$ cat src/hw/rtl/bgc_pkg.sv
// Shared types and constants for the button gesture classifier.
`default_nettype none
package bgc_pkg;

  localparam int unsigned TimeW  = 32;
  localparam int unsigned GestW  = 3;
  localparam int unsigned CfgIdxW = 2;

  localparam logic [GestW-1:0] GEST_NONE         = 3'd0;
  localparam logic [GestW-1:0] GEST_SINGLE_CLICK = 3'd1;
  localparam logic [GestW-1:0] GEST_SINGLE_HOLD  = 3'd2;
  localparam logic [GestW-1:0] GEST_DOUBLE_CLICK = 3'd3;
  localparam logic [GestW-1:0] GEST_DOUBLE_HOLD  = 3'd4;

  localparam logic [CfgIdxW-1:0] REG_HOLD_TIME = 2'd0;
  localparam logic [CfgIdxW-1:0] REG_CLICK_GAP = 2'd1;
  localparam logic [CfgIdxW-1:0] REG_DEBOUNCE  = 2'd2;

  localparam logic [TimeW-1:0] HOLD_TIME_RST = 32'd1000;
  localparam logic [TimeW-1:0] CLICK_GAP_RST = 32'd300;
  localparam logic [TimeW-1:0] DEBOUNCE_RST  = 32'd50;

  localparam logic [TimeW-1:0] TIME_ONE = 32'd1;

  typedef struct packed {
    logic [TimeW-1:0] hold_time_ms;
    logic [TimeW-1:0] click_gap_ms;
    logic [TimeW-1:0] debounce_ms;
  } cfg_t;

endpackage
`default_nettype wire

$ cat src/hw/rtl/bgc_in_if.sv
// Input sample channel: level and millisecond timestamp.
`default_nettype none
interface bgc_in_if;
  logic                         valid;
  logic                         ready;
  logic                         level;
  logic [bgc_pkg::TimeW-1:0]    now_ms;

  modport source (output valid, output level, output now_ms, input ready);
  modport sink   (input valid, input level, input now_ms, output ready);
endinterface
`default_nettype wire

$ cat src/hw/rtl/bgc_out_if.sv
// Result channel: one gesture code per sample.
`default_nettype none
interface bgc_out_if;
  logic                         valid;
  logic                         ready;
  logic [bgc_pkg::GestW-1:0]    gesture;

  modport source (output valid, output gesture, input ready);
  modport sink   (input valid, input gesture, output ready);
endinterface
`default_nettype wire

$ cat src/hw/rtl/bgc_cfg_if.sv
// Configuration write channel: register index and write data.
`default_nettype none
interface bgc_cfg_if;
  logic                         valid;
  logic                         ready;
  logic [bgc_pkg::CfgIdxW-1:0]  idx;
  logic [bgc_pkg::TimeW-1:0]    wdata;

  modport source (output valid, output idx, output wdata, input ready);
  modport sink   (input valid, input idx, input wdata, output ready);
endinterface
`default_nettype wire

$ cat src/hw/rtl/bgc_cfg_regs.sv
// Configuration register file: hold time, click gap and debounce time.
`default_nettype none
module bgc_cfg_regs (
  input  wire logic           clk,
  input  wire logic           rst_n,
  bgc_cfg_if.sink             cfg_ch,
  output bgc_pkg::cfg_t       cfg
);

  bgc_pkg::cfg_t cfg_r;
  bgc_pkg::cfg_t cfg_nxt;

  assign cfg_ch.ready = 1'b1;
  assign cfg          = cfg_r;

  always_comb begin
    cfg_nxt = cfg_r;
    if (cfg_ch.valid) begin
      case (cfg_ch.idx)
        bgc_pkg::REG_HOLD_TIME: cfg_nxt.hold_time_ms = cfg_ch.wdata;
        bgc_pkg::REG_CLICK_GAP: cfg_nxt.click_gap_ms = cfg_ch.wdata;
        bgc_pkg::REG_DEBOUNCE:  cfg_nxt.debounce_ms  = cfg_ch.wdata;
        default:                cfg_nxt = cfg_r;
      endcase
    end
  end

  always_ff @(posedge clk) begin
    if (!rst_n) begin
      cfg_r.hold_time_ms <= bgc_pkg::HOLD_TIME_RST;
      cfg_r.click_gap_ms <= bgc_pkg::CLICK_GAP_RST;
      cfg_r.debounce_ms  <= bgc_pkg::DEBOUNCE_RST;
    end else begin
      cfg_r <= cfg_nxt;
    end
  end

endmodule
`default_nettype wire

$ cat src/hw/rtl/bgc_step.sv
// Gesture decision logic and the classifier state it updates per sample.
`default_nettype none
module bgc_step (
  input  wire logic                       clk,
  input  wire logic                       rst_n,
  input  wire logic                       advance,
  input  wire logic                       level,
  input  wire logic [bgc_pkg::TimeW-1:0]  now_ms,
  input  wire bgc_pkg::cfg_t              cfg,
  output logic      [bgc_pkg::GestW-1:0]  gesture
);

  logic                       prev_level_r, prev_level_nxt;
  logic [bgc_pkg::TimeW-1:0]  first_rel_r, first_rel_nxt;
  logic [bgc_pkg::TimeW-1:0]  rise_time_r, rise_time_nxt;
  logic [bgc_pkg::TimeW-1:0]  deb_start_r, deb_start_nxt;
  logic                       armed_r, armed_nxt;
  logic [bgc_pkg::GestW-1:0]  last_event_r, last_event_nxt;

  logic [bgc_pkg::TimeW-1:0]  since_rel;
  logic [bgc_pkg::TimeW-1:0]  since_rise;
  logic [bgc_pkg::TimeW-1:0]  since_deb;
  logic                       pending;

  assign pending    = (first_rel_r != '0);
  assign since_rel  = now_ms - first_rel_r;
  assign since_rise = now_ms - rise_time_nxt;
  assign since_deb  = now_ms - deb_start_r;

  always_comb begin
    prev_level_nxt = level;
    first_rel_nxt  = first_rel_r;
    rise_time_nxt  = (level && !prev_level_r) ? now_ms : rise_time_r;
    deb_start_nxt  = deb_start_r;
    armed_nxt      = armed_r;
    last_event_nxt = bgc_pkg::GEST_NONE;
    gesture        = bgc_pkg::GEST_NONE;

    if (level && armed_r && (since_rel > cfg.hold_time_ms)) begin
      first_rel_nxt  = bgc_pkg::TIME_ONE;
      last_event_nxt = bgc_pkg::GEST_DOUBLE_HOLD;
      gesture        = bgc_pkg::GEST_DOUBLE_HOLD;
    end else if (pending && !level && (since_rel > cfg.click_gap_ms)) begin
      first_rel_nxt  = '0;
      armed_nxt      = 1'b0;
      last_event_nxt = last_event_r;
      gesture        = (last_event_r == bgc_pkg::GEST_DOUBLE_HOLD) ?
                       bgc_pkg::GEST_NONE : bgc_pkg::GEST_SINGLE_CLICK;
    end else if (!pending && level && (since_rise > cfg.hold_time_ms)) begin
      last_event_nxt = bgc_pkg::GEST_SINGLE_HOLD;
      gesture        = bgc_pkg::GEST_SINGLE_HOLD;
    end else if ((level != prev_level_r) && !(since_deb < cfg.debounce_ms)) begin
      deb_start_nxt = now_ms;
      if (!level && pending) begin
        first_rel_nxt  = '0;
        armed_nxt      = 1'b0;
        last_event_nxt = bgc_pkg::GEST_DOUBLE_CLICK;
        gesture        = bgc_pkg::GEST_DOUBLE_CLICK;
      end else if (!level && (last_event_r != bgc_pkg::GEST_SINGLE_HOLD)) begin
        armed_nxt     = 1'b1;
        first_rel_nxt = (now_ms == '0) ? bgc_pkg::TIME_ONE : now_ms;
      end
    end
  end

  always_ff @(posedge clk) begin
    if (!rst_n) begin
      prev_level_r <= 1'b0;
      first_rel_r  <= '0;
      rise_time_r  <= '0;
      deb_start_r  <= '0;
      armed_r      <= 1'b0;
      last_event_r <= bgc_pkg::GEST_NONE;
    end else if (advance) begin
      prev_level_r <= prev_level_nxt;
      first_rel_r  <= first_rel_nxt;
      rise_time_r  <= rise_time_nxt;
      deb_start_r  <= deb_start_nxt;
      armed_r      <= armed_nxt;
      last_event_r <= last_event_nxt;
    end
  end

  a_armed_has_pending: assert property (@(posedge clk) disable iff (!rst_n)
    armed_r |-> (first_rel_r != '0))
    else $error("armed without a pending release time");

  a_prev_tracks_level: assert property (@(posedge clk) disable iff (!rst_n)
    advance |=> (prev_level_r == $past(level)))
    else $error("previous level did not take the sample");

  a_dhold_records: assert property (@(posedge clk) disable iff (!rst_n)
    (advance && (gesture == bgc_pkg::GEST_DOUBLE_HOLD)) |=>
    (last_event_r == bgc_pkg::GEST_DOUBLE_HOLD) && (first_rel_r == bgc_pkg::TIME_ONE))
    else $error("double hold did not update state");

  a_click_clears: assert property (@(posedge clk) disable iff (!rst_n)
    (advance && (gesture == bgc_pkg::GEST_SINGLE_CLICK ||
                 gesture == bgc_pkg::GEST_DOUBLE_CLICK)) |=>
    (first_rel_r == '0) && !armed_r)
    else $error("click did not clear the pending release");

endmodule
`default_nettype wire

$ cat src/hw/rtl/button_gesture_classifier_core.sv
// Top level of the button gesture classifier: input register, decision step, result register.
//
//   channel  dir  payload                          beat when
//   in_ch    in   level[0], now_ms[31:0]           valid && ready
//   out_ch   out  gesture[2:0]                     valid && ready
//   cfg_ch   in   idx[1:0], wdata[31:0]            valid && ready (ready tied high)
//
// The input register and then the result register lie between an input beat and its result;
// one sample per cycle sustained while the result side is ready.
// The decision step between the input register and the result register sets that rate.
// Synchronous active-low reset restores register defaults and clears step and valid state.
// A stalled result holds the step; the input register still takes one more beat.
`default_nettype none
module button_gesture_classifier_core (
  input  wire logic   clk,
  input  wire logic   rst_n,
  bgc_in_if.sink      in_ch,
  bgc_out_if.source   out_ch,
  bgc_cfg_if.sink     cfg_ch
);

  bgc_pkg::cfg_t              cfg;

  logic                       in_valid_r, in_valid_nxt;
  logic                       in_level_r;
  logic [bgc_pkg::TimeW-1:0]  in_now_r;
  logic                       out_valid_r, out_valid_nxt;
  logic [bgc_pkg::GestW-1:0]  out_gesture_r;
  logic [bgc_pkg::GestW-1:0]  step_gesture;
  logic                       advance;
  logic                       in_beat;

  assign advance        = in_valid_r && (!out_valid_r || out_ch.ready);
  assign in_ch.ready    = !in_valid_r || advance;
  assign in_beat        = in_ch.valid && in_ch.ready;
  assign out_ch.valid   = out_valid_r;
  assign out_ch.gesture = out_gesture_r;

  bgc_cfg_regs u_cfg (
    .clk    (clk),
    .rst_n  (rst_n),
    .cfg_ch (cfg_ch),
    .cfg    (cfg)
  );

  bgc_step u_step (
    .clk     (clk),
    .rst_n   (rst_n),
    .advance (advance),
    .level   (in_level_r),
    .now_ms  (in_now_r),
    .cfg     (cfg),
    .gesture (step_gesture)
  );

  always_comb begin
    in_valid_nxt = in_valid_r;
    if (in_beat) begin
      in_valid_nxt = 1'b1;
    end else if (advance) begin
      in_valid_nxt = 1'b0;
    end
    out_valid_nxt = out_valid_r;
    if (advance) begin
      out_valid_nxt = 1'b1;
    end else if (out_ch.ready) begin
      out_valid_nxt = 1'b0;
    end
  end

  always_ff @(posedge clk) begin
    if (!rst_n) begin
      in_valid_r  <= 1'b0;
      out_valid_r <= 1'b0;
    end else begin
      in_valid_r  <= in_valid_nxt;
      out_valid_r <= out_valid_nxt;
    end
  end

  always_ff @(posedge clk) begin
    if (in_beat) begin
      in_level_r <= in_ch.level;
      in_now_r   <= in_ch.now_ms;
    end
    if (advance) begin
      out_gesture_r <= step_gesture;
    end
  end

  a_result_in_range: assert property (@(posedge clk) disable iff (!rst_n)
    out_valid_r |-> (out_gesture_r <= bgc_pkg::GEST_DOUBLE_HOLD))
    else $error("gesture code out of range");

  a_advance_fills_out: assert property (@(posedge clk) disable iff (!rst_n)
    advance |=> out_valid_r && (out_gesture_r == $past(step_gesture)))
    else $error("result register missed a step");

  a_stall_blocks_step: assert property (@(posedge clk) disable iff (!rst_n)
    (out_valid_r && !out_ch.ready) |-> !advance)
    else $error("step advanced over a stalled result");

endmodule
`default_nettype wire

$ cat src/flat_wrapper.sv
// flat-port wrapper written by rule: the top's interface ports become plain ports
module button_gesture_classifier_core_flat 
  (clk, rst_n, in_ch_valid, in_ch_level, in_ch_now_ms, in_ch_ready, out_ch_valid, out_ch_gesture, out_ch_ready, cfg_ch_valid, cfg_ch_idx, cfg_ch_wdata, cfg_ch_ready);
  bgc_in_if in_ch_i ();
  bgc_out_if out_ch_i ();
  bgc_cfg_if cfg_ch_i ();
  input  wire logic clk;
  input  wire logic rst_n;
  input wire logic [$bits(in_ch_i.valid)-1:0] in_ch_valid;
  input wire logic [$bits(in_ch_i.level)-1:0] in_ch_level;
  input wire logic [$bits(in_ch_i.now_ms)-1:0] in_ch_now_ms;
  output wire logic [$bits(in_ch_i.ready)-1:0] in_ch_ready;
  output wire logic [$bits(out_ch_i.valid)-1:0] out_ch_valid;
  output wire logic [$bits(out_ch_i.gesture)-1:0] out_ch_gesture;
  input wire logic [$bits(out_ch_i.ready)-1:0] out_ch_ready;
  input wire logic [$bits(cfg_ch_i.valid)-1:0] cfg_ch_valid;
  input wire logic [$bits(cfg_ch_i.idx)-1:0] cfg_ch_idx;
  input wire logic [$bits(cfg_ch_i.wdata)-1:0] cfg_ch_wdata;
  output wire logic [$bits(cfg_ch_i.ready)-1:0] cfg_ch_ready;
  assign in_ch_i.valid = in_ch_valid;
  assign in_ch_i.level = in_ch_level;
  assign in_ch_i.now_ms = in_ch_now_ms;
  assign in_ch_ready = in_ch_i.ready;
  assign out_ch_valid = out_ch_i.valid;
  assign out_ch_gesture = out_ch_i.gesture;
  assign out_ch_i.ready = out_ch_ready;
  assign cfg_ch_i.valid = cfg_ch_valid;
  assign cfg_ch_i.idx = cfg_ch_idx;
  assign cfg_ch_i.wdata = cfg_ch_wdata;
  assign cfg_ch_ready = cfg_ch_i.ready;
  button_gesture_classifier_core u_core (.clk(clk), .rst_n(rst_n), .in_ch(in_ch_i), .out_ch(out_ch_i), .cfg_ch(cfg_ch_i));
endmodule
$ cat config.mk
export PLATFORM = sky130hd
export DESIGN_NAME = button_gesture_classifier_core_flat
export DESIGN_NICKNAME = d
export VERILOG_FILES = /design/src/hw/rtl/bgc_pkg.sv /design/src/hw/rtl/bgc_in_if.sv /design/src/hw/rtl/bgc_out_if.sv /design/src/hw/rtl/bgc_cfg_if.sv /design/src/hw/rtl/bgc_cfg_regs.sv /design/src/hw/rtl/bgc_step.sv /design/src/hw/rtl/button_gesture_classifier_core.sv /design/src/flat_wrapper.sv
export SDC_FILE = /design/constraint.sdc
export NUM_CORES = 1
export LEC_CHECK = 0
export ABC_CLOCK_PERIOD_IN_PS = 7000
export BUFFER_PORTS_ARGS = -buffer_cell sky130_fd_sc_hd__buf_4
export CAP_MARGIN = 25
export CORE_MARGIN = 2
export CORE_UTILIZATION = 57
export CTS_CLUSTER_SIZE = 30
export DETAILED_ROUTE_END_ITERATION = 7
export PLACE_DENSITY_LB_ADDON = 0.1
export SLEW_MARGIN = 40
export SYNTH_ARGS = -nofsm -noshare
export SYNTH_HDL_FRONTEND = slang
export SYNTH_HIERARCHICAL = 1
export SYNTH_SLANG_ARGS = --single-unit
$ cat constraint.sdc
create_clock -name clk -period 7 [get_ports clk]
set_clock_uncertainty 0.15 [all_clocks]
set_input_delay 0.7 -clock clk [delete_from_list [all_inputs] [get_ports clk]]
set_output_delay 0.7 -clock clk [all_outputs]
set_load 0.03 [all_outputs]
==> impl_metrics.py <==
metrics = {
    "detailed_routing": {
        "drcViolationCount": 0,
        "antenna_left": 0,
        "drtIter0Drc": 845,
        "wirelength_um": 45400,
        "dr.pass1.iters": 7,
        "wl_per_cell_um": 18.6,
        "via_count": 14282,
        "vias_per_cell": 5.84,
    },
    "clocking": {
        "cts_buffers": 27,
        "ctsHoldBuffers": 0,
        "cts_setup_buffers": 0,
        "cts_sinks": 235,
        "htreeDepth": 1,
        "clkSlewWorstSetupHoldPaths_ns": 0.06,
        "cts_tree": "yes",
        "cts_max_path_buffers": 3,
        "cts_root_buf": "clkbuf_16",
        "clk_latency_ns": 0.55,
    },
    "global_route": {
        "grt_pass1_vias": 13589,
        "grt_antenna_before_repair": 0,
        "grt_max_degree": 97,
        "overflow": 0,
        "grt.total_usage_pct": 29.2,
        "grt_pass1_wl_um": 71500,
    },
    "logic_synthesis": {
        "syn_avg_cell_area_um2": 8.46,
        "syn_inst": 1984,
        "synthFlopType": "dfxtp_1",
        "ys_warn_count": 6,
        "yosysTopAreaCell": "dfxtp_1",
        "netlist_area_um2": 16800,
        "synth.top_cells.by_area": "dfxtp_1 (24%), ha_1 (16%), mux2i_1 (8.8%)",
        "synthArstFlopShare_pct": 0,
        "seq_area_frac_synth_pct": 30.2,
        "yosysUniqueCellTypes": 79,
        "synth_common_cells": "nand2_1 (264), ha_1 (216), inv_1 (203), dfxtp_1 (199), mux2i_1 (147)",
        "yosysMostFrequentCell": "nand2_1",
        "synthDominantCellAreaShare_pct": 23.7,
        "synth-seq-cells": 235,
        "synth_edf_count": 36,
        "synthesis.nets": 2274,
    },
    "die": {
        "die_area_um2": 30800,
        "die_w_um": 176,
        "rows": 62,
        "ioPinCount": 78,
        "start_util_pct": 58.2,
        "die_h_um": 176,
        "core-area_um2": 28900,
    },
    "timing": {
        "fmax_mhz": 149,
        "rsz0062_at_grt": "no",
        "finalCritPeriodShare_pct": 95.9,
        "tightest_slew_ns": 0.727,
        "fin_crit_ns": 6.71,
        "drv_slew": 0,
        "timing.final.hold_violations": 0,
        "relSlewSlack_pct": 51.3,
        "finalSetupTns_ns": 0,
        "setup_viol": 0,
        "setup_ws_ns": 0.285,
    },
    "status": {
        "status": "complete, no violations",
    },
    "setup_path": {
        "worstSetupStartpointType": "flop",
        "crit_required_ns": 7.28,
        "end_kind": "flop",
        "crit_type": "flop to flop",
        "crit_arrival_ns": 6.99,
        "critPathMaxFanout": 18,
    },
    "place": {
        "hpwl_um": 35000,
        "gp_congestion": 0.930,
        "io_buffers": 76,
        "post-place-ws_ns": 0.336,
    },
    "worst_hold_path": {
        "hp-class": "input port to flop",
    },
    "finish": {
        "fill_cells": 2481,
        "antenna-diode-count": 0,
        "syn_to_final_growth_pct": 11.3,
        "layout.nets": 2334,
        "final_util_pct": 64.8,
        "multi_input_area_um2": 10700,
        "drive_gt1_share_pct": 8.48,
        "ff_latch_area_um2": 5060,
    },
    "job": {
        "drv_cap": 0,
    },
    "power_and_ir_drop": {
        "p_per_area_nw_per_um2": 238,
        "ir_drop_mv": 0.189,
        "leakage_nw": 8.25,
    },
}
[critical path, stage by stage (launching register included)]
cell and delay [ns]:
edfxtp_1 0.39, ha_2 0.23, buf_4 0.20, mux2i_1 0.16, ha_2 0.23, or4_1 0.54, o221ai_2 0.20, a2bb2oi_2 0.18
o2111ai_1 0.20, o21a_1 0.28, a31o_1 0.24, o31a_1 0.27, o41ai_2 0.24, xnor2_1 0.12, ha_1 0.32, nand4_1 0.08
or2_1 0.28, or3_1 0.45, or4_1 0.55, nand3_1 0.10, a31oi_1 0.06, a21oi_2 0.16, or3b_2 0.53, buf_4 0.23
nand3_1 0.11, o31ai_2 0.07
[stage by stage]
stage               area, um2  total power, W  cells  hold slack [ns]
floorplan               16800         0.00255   1984            0.285
global placement        17700         0.00291   2399            0.293
detailed placement      17700         0.00295   2399            0.299
CTS                     18700         0.00445   2447            0.159
global route            18700         0.00469   2447            0.161
finish                  18700         0.00445   2447            0.170
[flip-flops by register name, indices dropped and copies added, names as in the netlist]
register                    flops
u_core/out_ch.valid             1
u_core/u_step/armed_r           1
u_core/in_level_r               1
u_core/in_now_r                32
u_core/u_step/last_event_r      3
u_core/u_cfg/cfg               96
u_core/in_valid_r               1
u_core/u_step/prev_level_r      1
u_core/out_ch.gesture           3
u_core/u_step/rise_time_r      32
u_core/u_step/deb_start_r      32
u_core/u_step/first_rel_r      32
[timing repair]
| action | in CTS | in global routing |
|---|---|---|
| hold endpoints to repair | 0 | 0 |
| endpoints found under the setup margin | 0 | 32 |
| gates resized for setup | 0 | 6 |
[metal layers]
metal  global-route usage [%]  up-vias  wire (um)
met1                     35.3     6712      18900
met2                     52.4      376      22300
met4                     12.6        0       2210
li1                         -     7090          -
met5                        0        -          0
met3                     3.12      104       2010
[layout by cell type (no fill, tap or decap), types with 49 or more instances in the layout]
| master | count |
|---|---|
| a21o_1 | 93 |
| a21oi_1 | 119 |
| buf_4 | 99 |
| dfxtp_1 | 199 |
| ha_1 | 214 |
| inv_1 | 203 |
| mux2i_1 | 146 |
| nand2_1 | 264 |
| nand3_1 | 49 |
| nor2_1 | 95 |
| o21ai_0 | 51 |
| xnor2_1 | 58 |
[kinds of logic after synthesis]
logic type | count (synthesis) | synth area share [%]
AND/OR/NAND/NOR | 578 | 16.2
AO/OA/AOI/OAI | 444 | 17.2
buffers and inverters | 275 | 6.73
flip-flops | 235 | 30.2
adder cells (fa/ha/maj) | 219 | 16.4
multiplexers | 148 | 8.83
XOR/XNOR | 84 | 4.38
other | 1 | 0.0223
[final timing paths]
check                                 from                             to  slack [ns]  depth (start not counted)
max                      u_core/in_level_r   u_core/u_step/deb_start_r[5]        0.29                         25
min                        in_ch_now_ms[4]             u_core/in_now_r[4]        0.17                          1
max reg2reg              u_core/in_level_r   u_core/u_step/deb_start_r[5]        0.29                         25
min reg2reg  u_core/u_step/deb_start_r[29]  u_core/u_step/deb_start_r[29]        0.31                          2
[area by class of cell]
cell class	count	area share (%)
inverters	203	4.08
multi-input cells	1474	57.0
clock buffers	35	4.00
clock inverters	13	0.957
repair buffers	103	4.33
flip-flops and latches	235	27.1
well taps	384	2.57
[power breakdown]
part / total (W) / switching (W) / internal [W]
Combinational: 0.00144 / 0.000839 / 0.000602
Clock: 0.00150 / 0.000599 / 0.000898
Sequential: 0.00151 / 0.0000634 / 0.00145
Total: 0.00445 / 0.00150 / 0.00295
Power figures use the tool's default switching activity.
